<file path="config.mk">
export PLATFORM = sky130hd
export DESIGN_NAME = mesi_msi_coherency_directory_core_flat
export DESIGN_NICKNAME = d
export VERILOG_FILES = /design/src/mmcd_pkg.sv /design/src/mmcd_if.sv /design/src/mmcd_ram.sv /design/src/mmcd_ctrl.sv /design/src/mmcd_dp.sv /design/src/mesi_msi_coherency_directory_core.sv /design/src/flat_wrapper.sv
export SDC_FILE = /design/constraint.sdc
export NUM_CORES = 1
export LEC_CHECK = 0
export BUFFER_PORTS_ARGS = -buffer_cell sky130_fd_sc_hd__buf_4
export CAP_MARGIN = 20
export CORE_UTILIZATION = 60
export DETAILED_ROUTE_END_ITERATION = 8
export GPL_TIMING_DRIVEN = 1
export PLACE_DENSITY = 0.77
export SYNTH_ARGS = -nofsm -noshare
export SYNTH_HDL_FRONTEND = slang
export SYNTH_HIERARCHICAL = 1
export SYNTH_SLANG_ARGS = --single-unit
</file>
<file path="constraint.sdc">
create_clock -name clk_i -period 9.1 [get_ports clk_i]
set_input_delay 2.73 -clock clk_i [delete_from_list [all_inputs] [get_ports clk_i]]
set_output_delay 2.73 -clock clk_i [all_outputs]
set_load 0.03 [all_outputs]
</file>
<file path="src/mmcd_pkg.sv">
// Shared types and codes for the coherence directory.
package mmcd_pkg;

  localparam int unsigned ADDR_W = 32;

  typedef enum logic [2:0] {
    S_CLEAR,
    S_IDLE,
    S_SCAN,
    S_DRAIN,
    S_COMMIT
  } mmcd_state_e;

  typedef struct packed {
    logic clr_wr;
    logic rd_en;
    logic load;
    logic commit;
  } mmcd_cmd_t;

  typedef struct packed {
    logic out_busy;
  } mmcd_sts_t;

  localparam logic [1:0] ACT_REG   = 2'd0;
  localparam logic [1:0] ACT_READ  = 2'd1;
  localparam logic [1:0] ACT_WRITE = 2'd2;
  localparam logic [1:0] ACT_INV   = 2'd3;

  localparam logic [1:0] LS_I = 2'd0;
  localparam logic [1:0] LS_S = 2'd1;
  localparam logic [1:0] LS_E = 2'd2;
  localparam logic [1:0] LS_M = 2'd3;

  localparam logic [2:0] OC_NONE = 3'd0;
  localparam logic [2:0] OC_HIT  = 3'd1;
  localparam logic [2:0] OC_MRS  = 3'd2;
  localparam logic [2:0] OC_MRE  = 3'd3;
  localparam logic [2:0] OC_MW   = 3'd4;
  localparam logic [2:0] OC_S2M  = 3'd5;
  localparam logic [2:0] OC_E2M  = 3'd6;

  localparam logic [1:0] STS_OK       = 2'd0;
  localparam logic [1:0] STS_BAD_CORE = 2'd1;
  localparam logic [1:0] STS_FULL     = 2'd2;

endpackage

</file>
<file path="src/mmcd_if.sv">
// Channel interfaces: request, response and protocol configuration.
interface mmcd_req_if;
  logic        valid;
  logic        ready;
  logic [1:0]  action;
  logic [2:0]  core;
  logic [31:0] byte_address;
  logic [1:0]  init_state;
  modport source (output valid, action, core, byte_address, init_state, input ready);
  modport sink (input valid, action, core, byte_address, init_state, output ready);
endinterface

interface mmcd_rsp_if;
  logic        valid;
  logic        ready;
  logic [31:0] line_address;
  logic [2:0]  outcome;
  logic [2:0]  writebacks;
  logic [2:0]  invalidations;
  logic [1:0]  status;
  modport source (output valid, line_address, outcome, writebacks, invalidations, status,
                  input ready);
  modport sink (input valid, line_address, outcome, writebacks, invalidations, status,
                output ready);
endinterface

interface mmcd_cfg_if;
  logic valid;
  logic ready;
  logic protocol_mode;
  modport source (output valid, protocol_mode, input ready);
  modport sink (input valid, protocol_mode, output ready);
endinterface

</file>
<file path="src/mmcd_ram.sv">
// Generic single-write, single-read RAM with registered read data.
module mmcd_ram #(
  parameter int unsigned WIDTH = 8,
  parameter int unsigned DEPTH = 16
) (
  input  logic                     clk_i,
  input  logic                     we_i,
  input  logic [$clog2(DEPTH)-1:0] waddr_i,
  input  logic [WIDTH-1:0]         wdata_i,
  input  logic                     re_i,
  input  logic [$clog2(DEPTH)-1:0] raddr_i,
  output logic [WIDTH-1:0]         rdata_o
);
  logic [WIDTH-1:0] mem_q [DEPTH];
  logic [WIDTH-1:0] rdata_q;

  always_ff @(posedge clk_i) begin
    if (we_i) begin
      mem_q[waddr_i] <= wdata_i;
    end
    if (re_i) begin
      rdata_q <= mem_q[raddr_i];
    end
  end

  assign rdata_o = rdata_q;
endmodule

</file>
<file path="src/mmcd_ctrl.sv">
// Sequencer: clearing pass, table scan, commit and response handoff.
module mmcd_ctrl #(
  parameter int unsigned ENTRIES_PER_CORE = 16
) (
  input  logic                                clk_i,
  input  logic                                rst_ni,
  input  logic                                in_valid_i,
  output logic                                in_ready_o,
  input  mmcd_pkg::mmcd_sts_t                 sts_i,
  output mmcd_pkg::mmcd_cmd_t                 cmd_o,
  output logic [$clog2(ENTRIES_PER_CORE)-1:0] addr_o
);
  import mmcd_pkg::*;

  localparam int unsigned IW = $clog2(ENTRIES_PER_CORE);
  localparam logic [IW-1:0] LAST = IW'(ENTRIES_PER_CORE - 1);

  mmcd_state_e   state_q, state_d;
  logic [IW-1:0] cnt_q, cnt_d;

  always_ff @(posedge clk_i or negedge rst_ni) begin
    if (!rst_ni) begin
      state_q <= S_CLEAR;
      cnt_q   <= '0;
    end else begin
      state_q <= state_d;
      cnt_q   <= cnt_d;
    end
  end

  always_comb begin
    state_d = state_q;
    cnt_d   = '0;
    case (state_q)
      S_CLEAR: begin
        if (cnt_q == LAST) state_d = S_IDLE;
        else cnt_d = cnt_q + 1'b1;
      end
      S_IDLE: begin
        if (in_valid_i) state_d = S_SCAN;
      end
      S_SCAN: begin
        if (cnt_q == LAST) state_d = S_DRAIN;
        else cnt_d = cnt_q + 1'b1;
      end
      S_DRAIN: state_d = S_COMMIT;
      S_COMMIT: begin
        if (!sts_i.out_busy) state_d = S_IDLE;
      end
      default: state_d = S_CLEAR;
    endcase
  end

  always_comb begin
    cmd_o      = '0;
    in_ready_o = 1'b0;
    case (state_q)
      S_CLEAR: cmd_o.clr_wr = 1'b1;
      S_IDLE: begin
        in_ready_o = 1'b1;
        cmd_o.load = in_valid_i;
      end
      S_SCAN: cmd_o.rd_en = 1'b1;
      S_COMMIT: cmd_o.commit = !sts_i.out_busy;
      default: cmd_o = '0;
    endcase
  end

  assign addr_o = cnt_q;
endmodule

</file>
<file path="src/mmcd_dp.sv">
// Datapath: per-core tables, scan capture, coherence decision and result register.
module mmcd_dp #(
  parameter int unsigned NUM_CORES        = 2,
  parameter int unsigned LINE_BYTES       = 64,
  parameter int unsigned ENTRIES_PER_CORE = 16
) (
  input  logic                                clk_i,
  input  logic                                rst_ni,
  input  mmcd_pkg::mmcd_cmd_t                 cmd_i,
  input  logic [$clog2(ENTRIES_PER_CORE)-1:0] addr_i,
  output mmcd_pkg::mmcd_sts_t                 sts_o,
  input  logic                                cfg_valid_i,
  input  logic                                cfg_mode_i,
  input  logic [1:0]                          action_i,
  input  logic [2:0]                          core_i,
  input  logic [31:0]                         byte_address_i,
  input  logic [1:0]                          init_state_i,
  output logic                                out_valid_o,
  input  logic                                out_ready_i,
  output logic [31:0]                         line_address_o,
  output logic [2:0]                          outcome_o,
  output logic [2:0]                          writebacks_o,
  output logic [2:0]                          invalidations_o,
  output logic [1:0]                          status_o
);
  import mmcd_pkg::*;

  localparam int unsigned IW    = $clog2(ENTRIES_PER_CORE);
  localparam int unsigned OFF_W = $clog2(LINE_BYTES);
  localparam int unsigned TAG_W = ADDR_W - OFF_W;
  localparam int unsigned RW    = 1 + TAG_W + 2;

  logic             mode_q;
  logic [1:0]       act_q;
  logic [2:0]       core_q;
  logic [TAG_W-1:0] tag_q;
  logic [1:0]       init_q;
  logic             rd_v_q;
  logic [IW-1:0]    raddr_q;

  logic             hit_v_q   [NUM_CORES];
  logic [IW-1:0]    hit_idx_q [NUM_CORES];
  logic [1:0]       hit_st_q  [NUM_CORES];
  logic             free_v_q  [NUM_CORES];
  logic [IW-1:0]    free_idx_q[NUM_CORES];

  logic [RW-1:0]    rdata  [NUM_CORES];
  logic             wr_en  [NUM_CORES];
  logic [IW-1:0]    wr_idx [NUM_CORES];
  logic [RW-1:0]    wr_data[NUM_CORES];

  logic             out_v_q;
  logic [TAG_W-1:0] out_tag_q;
  logic [2:0]       out_oc_q, out_wb_q, out_inv_q;
  logic [1:0]       out_sts_q;

  // Decision
  logic       bad, req_hv, req_fv, slot_ok, shared;
  logic [1:0] cur, req_st;
  logic [2:0] n_hit, n_m, outcome, wb_cnt, inv_cnt;
  logic [1:0] status;
  logic       req_wr, inv_en, dn_en;

  always_ff @(posedge clk_i or negedge rst_ni) begin
    if (!rst_ni) begin
      mode_q <= 1'b0;
    end else if (cfg_valid_i) begin
      mode_q <= cfg_mode_i;
    end
  end

  always_ff @(posedge clk_i) begin
    if (cmd_i.load) begin
      act_q  <= action_i;
      core_q <= core_i;
      tag_q  <= byte_address_i[ADDR_W-1:OFF_W];
      init_q <= init_state_i;
    end
    raddr_q <= addr_i;
  end

  always_ff @(posedge clk_i or negedge rst_ni) begin
    if (!rst_ni) begin
      rd_v_q <= 1'b0;
    end else begin
      rd_v_q <= cmd_i.rd_en;
    end
  end

  for (genvar c = 0; c < NUM_CORES; c++) begin : g_core
    mmcd_ram #(.WIDTH(RW), .DEPTH(ENTRIES_PER_CORE)) u_ram (
      .clk_i  (clk_i),
      .we_i   (cmd_i.clr_wr | (cmd_i.commit & wr_en[c])),
      .waddr_i(cmd_i.clr_wr ? addr_i : wr_idx[c]),
      .wdata_i(cmd_i.clr_wr ? '0 : wr_data[c]),
      .re_i   (cmd_i.rd_en),
      .raddr_i(addr_i),
      .rdata_o(rdata[c])
    );

    // Keep the first matching entry and the first free entry in index order.
    always_ff @(posedge clk_i) begin
      if (cmd_i.load) begin
        hit_v_q[c]  <= 1'b0;
        free_v_q[c] <= 1'b0;
      end else if (rd_v_q) begin
        if (!hit_v_q[c] && rdata[c][RW-1] && (rdata[c][RW-2:2] == tag_q)) begin
          hit_v_q[c]   <= 1'b1;
          hit_idx_q[c] <= raddr_q;
          hit_st_q[c]  <= rdata[c][1:0];
        end
        if (!free_v_q[c] && !rdata[c][RW-1]) begin
          free_v_q[c]   <= 1'b1;
          free_idx_q[c] <= raddr_q;
        end
      end
    end
  end

  always_comb begin
    bad    = ({1'b0, core_q} >= 4'(NUM_CORES));
    req_hv = 1'b0;
    req_fv = 1'b0;
    cur    = LS_I;
    shared = 1'b0;
    n_hit  = '0;
    n_m    = '0;
    for (int c = 0; c < NUM_CORES; c++) begin
      if (3'(c) == core_q) begin
        req_hv = hit_v_q[c];
        req_fv = free_v_q[c];
        if (hit_v_q[c]) cur = hit_st_q[c];
      end else if (hit_v_q[c]) begin
        n_hit = n_hit + 3'd1;
        if (hit_st_q[c] != LS_I) shared = 1'b1;
        if (hit_st_q[c] == LS_M) n_m = n_m + 3'd1;
      end
    end
    slot_ok = req_hv | req_fv;

    status  = STS_OK;
    outcome = OC_NONE;
    req_wr  = 1'b0;
    req_st  = init_q;
    inv_en  = 1'b0;
    dn_en   = 1'b0;
    if (bad) begin
      status = STS_BAD_CORE;
    end else begin
      case (act_q)
        ACT_REG: begin
          if (slot_ok) req_wr = 1'b1;
          else status = STS_FULL;
        end
        ACT_READ: begin
          if (!mode_q) begin
            if (cur != LS_I) begin
              outcome = OC_HIT;
            end else if (!slot_ok) begin
              status = STS_FULL;
            end else begin
              req_wr = 1'b1;
              if (shared) begin
                dn_en   = 1'b1;
                outcome = OC_MRS;
                req_st  = LS_S;
              end else begin
                outcome = OC_MRE;
                req_st  = LS_E;
              end
            end
          end else begin
            if (cur == LS_S || cur == LS_M) begin
              outcome = OC_HIT;
            end else if (!slot_ok) begin
              status = STS_FULL;
            end else begin
              req_wr  = 1'b1;
              req_st  = LS_S;
              outcome = OC_MRS;
            end
          end
        end
        ACT_WRITE: begin
          req_st = LS_M;
          if (cur == LS_M) begin
            outcome = OC_HIT;
          end else if (!mode_q && cur == LS_E) begin
            req_wr  = 1'b1;
            outcome = OC_E2M;
          end else if (!mode_q && cur == LS_S) begin
            req_wr  = 1'b1;
            inv_en  = 1'b1;
            outcome = OC_S2M;
          end else if (!slot_ok) begin
            status = STS_FULL;
          end else begin
            req_wr  = 1'b1;
            inv_en  = 1'b1;
            outcome = OC_MW;
          end
        end
        ACT_INV: inv_en = 1'b1;
        default: status = STS_OK;
      endcase
    end
    wb_cnt  = dn_en ? n_m : 3'd0;
    inv_cnt = inv_en ? n_hit : 3'd0;
  end

  always_comb begin
    for (int c = 0; c < NUM_CORES; c++) begin
      wr_en[c]   = 1'b0;
      wr_idx[c]  = hit_idx_q[c];
      wr_data[c] = {1'b1, tag_q, LS_S};
      if (3'(c) == core_q) begin
        wr_en[c]   = req_wr;
        wr_idx[c]  = hit_v_q[c] ? hit_idx_q[c] : free_idx_q[c];
        wr_data[c] = {1'b1, tag_q, req_st};
      end else if (inv_en && hit_v_q[c]) begin
        wr_en[c]   = 1'b1;
        wr_data[c] = {1'b0, tag_q, LS_I};
      end else if (dn_en && hit_v_q[c] && (hit_st_q[c] == LS_M || hit_st_q[c] == LS_E)) begin
        wr_en[c] = 1'b1;
      end
    end
  end

  always_ff @(posedge clk_i or negedge rst_ni) begin
    if (!rst_ni) begin
      out_v_q <= 1'b0;
    end else if (cmd_i.commit) begin
      out_v_q <= 1'b1;
    end else if (out_ready_i) begin
      out_v_q <= 1'b0;
    end
  end

  always_ff @(posedge clk_i) begin
    if (cmd_i.commit) begin
      out_tag_q <= tag_q;
      out_oc_q  <= outcome;
      out_wb_q  <= wb_cnt;
      out_inv_q <= inv_cnt;
      out_sts_q <= status;
    end
  end

  assign sts_o.out_busy = out_v_q & ~out_ready_i;
  assign out_valid_o     = out_v_q;
  assign line_address_o  = {out_tag_q, {OFF_W{1'b0}}};
  assign outcome_o       = out_oc_q;
  assign writebacks_o    = out_wb_q;
  assign invalidations_o = out_inv_q;
  assign status_o        = out_sts_q;
endmodule

</file>
<file path="src/mesi_msi_coherency_directory_core.sv">
// Top level of the MESI/MSI coherence directory.
// Usage:
//   cfg_i  : one-bit protocol word (0 MESI, 1 MSI); always ready, write only while idle.
//   req_i  : one request word (action, core, byte address, initial state).
//   rsp_o  : one result word per request (line address, outcome, write-back and
//            invalidation counts, status).
// Each core owns a table of ENTRIES_PER_CORE entries; all cores' tables are
// scanned side by side, one entry index per cycle.
// From acceptance a request passes through the scan reads of every entry index,
// the drain state that covers the read latency and the commit state, which
// writes the result register. A new request is taken only after the return to
// idle. One request is in flight at a time.
// After reset a clearing pass writes zero to every entry index and empties the
// tables; req_i stays not ready during it.
// A stalled receiver holds the result in the output register; the next request
// may be accepted and scanned meanwhile, and waits at commit until the
// register frees.
module mesi_msi_coherency_directory_core #(
  parameter int unsigned NUM_CORES        = 2,
  parameter int unsigned LINE_BYTES       = 64,
  parameter int unsigned ENTRIES_PER_CORE = 16
) (
  input logic        clk_i,
  input logic        rst_ni,
  mmcd_cfg_if.sink   cfg_i,
  mmcd_req_if.sink   req_i,
  mmcd_rsp_if.source rsp_o
);
  import mmcd_pkg::*;

  mmcd_cmd_t                           cmd;
  mmcd_sts_t                           sts;
  logic [$clog2(ENTRIES_PER_CORE)-1:0] addr;
  logic                                in_ready;

  assign cfg_i.ready = 1'b1;
  assign req_i.ready = in_ready;

  mmcd_ctrl #(.ENTRIES_PER_CORE(ENTRIES_PER_CORE)) u_ctrl (
    .clk_i     (clk_i),
    .rst_ni    (rst_ni),
    .in_valid_i(req_i.valid),
    .in_ready_o(in_ready),
    .sts_i     (sts),
    .cmd_o     (cmd),
    .addr_o    (addr)
  );

  mmcd_dp #(
    .NUM_CORES       (NUM_CORES),
    .LINE_BYTES      (LINE_BYTES),
    .ENTRIES_PER_CORE(ENTRIES_PER_CORE)
  ) u_dp (
    .clk_i          (clk_i),
    .rst_ni         (rst_ni),
    .cmd_i          (cmd),
    .addr_i         (addr),
    .sts_o          (sts),
    .cfg_valid_i    (cfg_i.valid),
    .cfg_mode_i     (cfg_i.protocol_mode),
    .action_i       (req_i.action),
    .core_i         (req_i.core),
    .byte_address_i (req_i.byte_address),
    .init_state_i   (req_i.init_state),
    .out_valid_o    (rsp_o.valid),
    .out_ready_i    (rsp_o.ready),
    .line_address_o (rsp_o.line_address),
    .outcome_o      (rsp_o.outcome),
    .writebacks_o   (rsp_o.writebacks),
    .invalidations_o(rsp_o.invalidations),
    .status_o       (rsp_o.status)
  );
endmodule
</file>
<file path="src/flat_wrapper.sv">
// flat-port wrapper written by rule: the top's interface ports become plain ports
module mesi_msi_coherency_directory_core_flat import mmcd_pkg::*;
#(
  parameter int unsigned NUM_CORES        = 2,
  parameter int unsigned LINE_BYTES       = 64,
  parameter int unsigned ENTRIES_PER_CORE = 16
)
  (clk_i, rst_ni, cfg_i_valid, cfg_i_protocol_mode, cfg_i_ready, req_i_valid, req_i_action, req_i_core, req_i_byte_address, req_i_init_state, req_i_ready, rsp_o_valid, rsp_o_line_address, rsp_o_outcome, rsp_o_writebacks, rsp_o_invalidations, rsp_o_status, rsp_o_ready);
  mmcd_cfg_if cfg_i_i ();
  mmcd_req_if req_i_i ();
  mmcd_rsp_if rsp_o_i ();
  input logic clk_i;
  input logic rst_ni;
  input wire logic [$bits(cfg_i_i.valid)-1:0] cfg_i_valid;
  input wire logic [$bits(cfg_i_i.protocol_mode)-1:0] cfg_i_protocol_mode;
  output wire logic [$bits(cfg_i_i.ready)-1:0] cfg_i_ready;
  input wire logic [$bits(req_i_i.valid)-1:0] req_i_valid;
  input wire logic [$bits(req_i_i.action)-1:0] req_i_action;
  input wire logic [$bits(req_i_i.core)-1:0] req_i_core;
  input wire logic [$bits(req_i_i.byte_address)-1:0] req_i_byte_address;
  input wire logic [$bits(req_i_i.init_state)-1:0] req_i_init_state;
  output wire logic [$bits(req_i_i.ready)-1:0] req_i_ready;
  output wire logic [$bits(rsp_o_i.valid)-1:0] rsp_o_valid;
  output wire logic [$bits(rsp_o_i.line_address)-1:0] rsp_o_line_address;
  output wire logic [$bits(rsp_o_i.outcome)-1:0] rsp_o_outcome;
  output wire logic [$bits(rsp_o_i.writebacks)-1:0] rsp_o_writebacks;
  output wire logic [$bits(rsp_o_i.invalidations)-1:0] rsp_o_invalidations;
  output wire logic [$bits(rsp_o_i.status)-1:0] rsp_o_status;
  input wire logic [$bits(rsp_o_i.ready)-1:0] rsp_o_ready;
  assign cfg_i_i.valid = cfg_i_valid;
  assign cfg_i_i.protocol_mode = cfg_i_protocol_mode;
  assign cfg_i_ready = cfg_i_i.ready;
  assign req_i_i.valid = req_i_valid;
  assign req_i_i.action = req_i_action;
  assign req_i_i.core = req_i_core;
  assign req_i_i.byte_address = req_i_byte_address;
  assign req_i_i.init_state = req_i_init_state;
  assign req_i_ready = req_i_i.ready;
  assign rsp_o_valid = rsp_o_i.valid;
  assign rsp_o_line_address = rsp_o_i.line_address;
  assign rsp_o_outcome = rsp_o_i.outcome;
  assign rsp_o_writebacks = rsp_o_i.writebacks;
  assign rsp_o_invalidations = rsp_o_i.invalidations;
  assign rsp_o_status = rsp_o_i.status;
  assign rsp_o_i.ready = rsp_o_ready;
  mesi_msi_coherency_directory_core #(.NUM_CORES(NUM_CORES), .LINE_BYTES(LINE_BYTES), .ENTRIES_PER_CORE(ENTRIES_PER_CORE)) u_core (.clk_i(clk_i), .rst_ni(rst_ni), .cfg_i(cfg_i_i), .req_i(req_i_i), .rsp_o(rsp_o_i));
endmodule
</file>
==> out/summary.txt <==
Register area share after synthesis -> 78.4%
Clock root cell -> clkbuf_16
Setup TNS -> 0 ps
Synthesized cell area -> 41,700 um^2
Clk Latency, worst-skew pair -> 680 ps
Avg Cell Area, Syn -> 21.7 um^2
Reg2Reg Depth -> 8
Reg clk slew, reported paths -> 60 ps
TritonCTS Buffers -> 105
Period utilisation layout -> 62.1%
DR vias -> 20,700
Wirelength, routed -> 96,500 um
Die Span Y -> 266 um
Req. time, crit path -> 9410 ps
N_diodes -> 0
Switching Fraction -> 32.1%
Reg power frac -> 45.8%
Leak pwr -> 15.4 nW
CTS sink count -> 1,092
Vias per cell -> 6.65
CP Depth -> 10
Post-CTS Hold Fix Bufs -> 0
Final Hold Vio Count -> 0
Clock Path Buffers -> 3
Synth top area cells -> edfxtp_1, mux4_2, a22oi_1
Clock power frac -> 24.7%
Port Buffers -> 75
Initial antenna violation count -> 2
Cell count after synthesis -> 1,919
Final worst slack -> 3450 ps
FMAX -> 177 MHz
Fillers -> 3,946
Critical Path Max Stage Delay -> 830 ps
First-pass DRT Iterations -> 7
Final setup viols -> 0
Ys async rst share -> 0.916%
Crit path kind -> in -> reg
Detail Placement HPWL -> 50,200 um
Max-cap viol count -> 0
Seq cells post-synth -> 1,092
TritonCTS clock tree -> done
Remaining global-route overflow -> 0
Count leader, synth -> edfxtp_1
Post-CTS Repair Setup Buffers -> 0
Total Routing Usage GR -> 27.0%
Slowest stage cell, crit path -> nor3_2
Wirelength per Cell -> 31.0 um
Data arrival, critical path -> 5960 ps
Pwr dens -> 373 nW/um^2
Peak supply drop -> 293 uV
Overall power -> 17.8 mW
Post-layout min period -> 5650 ps
Fin. max-slew vios -> 0
Internal power -> 12.1 mW
Netlist cell types -> 70
Vias in the first global route -> 20,700
Synth Flop Type -> edfxtp_1
Synth cell count leaders -> edfxtp_1, mux4_2, a22oi_1
Initial core utilization -> 60.7%
Crit path buf inv count -> 2
Synth Warn # -> 6
Worst slew pin tran -> 1230 ps
Post-synth EDFFs -> 1,076
First-pass GRT wire length -> 136,000 um
Net Switching -> 5.70 mW
1st-iter DRT viols -> 2,719
Die area -> 70,600 um^2
Post-CTS Resized -> 0
# IOs -> 91
Hold path depth -> 0
Gp weighted congestion -> 0.855
Row count -> 96
Largest net degree at the start of global routing -> 151
Post-synth top area share -> 77.5%
H-tree depth -> 3
Combinational Power Share -> 29.6%
Area of the core -> 68,700 um^2
Ratio of cells with drive above 1 in the final layout -> 27.8%
Layout area overhead -> 14.3%
Cell taking the most area after synthesis -> edfxtp_1
Drt drc -> 0
Fin util -> 69.4%
Crit-path cells -> buf_4, nor2b_1, nor4b_4, nand2_1, nor3_1, nand3_1, a32oi_1, nand3b_1, nor3_2, buf_4
DRT antenna net count -> 0
Die width -> 266 um
Unrepaired setup endpoints after global routing -> false
Critical path fanouts, max -> 22
Crit-path leading delay family -> simple AND/OR/NAND/NOR gates
CP Launch Type -> input port
Crit-path most repeated cell -> buf_4
Pre-CTS setup slack -> 2810 ps
Number of nets in the layout -> 2,145
Outcome -> finished clean
Worst setup EP type -> flip-flop
Max-slew headroom -> 17.5%
Min-delay worst type -> reg -> reg
Setup Skew -> 32.5 ps
==> final cells by class <==
type                       instances  area [um^2]  share of cell area (%)
clock buffer                     122         2730                    5.73
clock inverter                    74          743                    1.56
inverter                          10         38.8                  0.0813
multi-input combinational        727         8780                    18.4
sequential                      1092        32700                    68.6
tap                              931         1160                    2.44
timing repair buffer             159         1540                    3.22
==> cells in the final DEF (no fill, tap or decap), types with 6 or more instances in the layout <==
| master | instances |
|---|---|
| nor2_1 | 19 |
| nor2b_1 | 15 |
| nand2b_1 | 6 |
| xor2_1 | 15 |
| nor2_4 | 24 |
| dfrtp_1 | 8 |
| buf_16 | 9 |
| nor2b_2 | 17 |
| buf_8 | 8 |
| dfxtp_1 | 6 |
| nor4_1 | 6 |
| inv_1 | 7 |
| nand4_1 | 10 |
| buf_4 | 133 |
| mux4_1 | 12 |
| clkbuf_16 | 107 |
| clkinv_2 | 18 |
| clkinv_1 | 31 |
| a21oi_1 | 19 |
| mux4_2 | 220 |
| nor3_2 | 11 |
| conb_1 | 11 |
| xnor2_1 | 38 |
| edfxtp_1 | 1076 |
| mux2i_1 | 8 |
| bufinv_16 | 14 |
| buf_12 | 8 |
| nor3_1 | 13 |
| a22oi_1 | 117 |
| nand2_1 | 74 |
| nand3_1 | 8 |
| clkbuf_1 | 15 |
==> cells by family after synthesis <==
logic type               count (synthesis)  share of synthesized area, %
flip-flops                            1092                          78.4
adder cells (fa/ha/maj)                  5                         0.150
AND/OR/NAND/NOR                        238                          2.92
buffers and inverters                  109                          1.43
other                                    2                        0.0180
multiplexers                           240                          12.8
XOR/XNOR                                53                          1.11
AO/OA/AOI/OAI                          180                          3.18
==> per-stage QoR <==
| step | hold WS, ps | std cells | area, um^2 |
|---|---|---|---|
| final | 443 | 3115 | 47700 |
| after global routing | 447 | 3115 | 47700 |
| after CTS | 439 | 3088 | 47200 |
| after detailed placement | 425 | 2892 | 43800 |
| after global placement | 416 | 2887 | 43600 |
| after floorplan | 400 | 1928 | 41700 |
==> final timing paths <==
check	slack, ps	start	end
max	3450	rsp_o_ready	u_core/u_dp/g_core[1].u_ram/mem_q[4][19]
min	440	u_core/u_dp/g_core[1].u_ram/rdata_o[1]	u_core/u_dp/hit_st_q[0][3]
max reg2reg	4590	u_core/u_dp/core_q[0]	u_core/u_dp/g_core[1].u_ram/mem_q[4][19]
min reg2reg	440	u_core/u_dp/g_core[1].u_ram/rdata_o[1]	u_core/u_dp/hit_st_q[0][3]
max in group asynchronous	7050	rst_ni	u_core/u_ctrl/addr_o[1]
min in group asynchronous	1890	rst_ni	u_core/u_dp/out_valid_o
==> sequential cells by signal (all words and copies together), names as in the netlist, 8 cells and up <==
name / cells
u_core/u_dp/free_idx_q: 8
u_core/u_dp/g_core.u_ram/mem_q: 928
u_core/u_dp/hit_idx_q: 8
u_core/u_dp/out_tag_q: 26
u_core/u_dp/tag_q: 26
u_core/u_dp/g_core.u_ram/rdata_o: 58
==> power by group through the flow <==
stage                     Clock, mW  Combinational (mW)  Sequential, mW
after floorplan                   0                3.33            7.95
after global placement            0                4.73            8.09
after detailed placement          0                4.94            8.19
after CTS                      4.41                5.03            8.13
after global routing           4.61                5.49            8.22
final                          4.38                5.26            8.14
==> layer usage <==
metal	up-vias	GRT usage (%)	wire length [um]
met4	0	7.97	2310
met2	1360	44.3	48700
met1	10800	37.3	35400
met3	162	5.37	10200
met5	-	0	0
li1	8368	-	-
==> worst register-to-register path, delay by kind of cell, from the launching register on <==
| family | cells | cell delay, ps |
|---|---|---|
| buffers and inverters | 1 | 540 |
| flip-flops | 1 | 690 |
| AO/OA/AOI/OAI | 3 | 930 |
| AND/OR/NAND/NOR | 4 | 1980 |
Note: power is estimated with default switching activity, not from simulation.
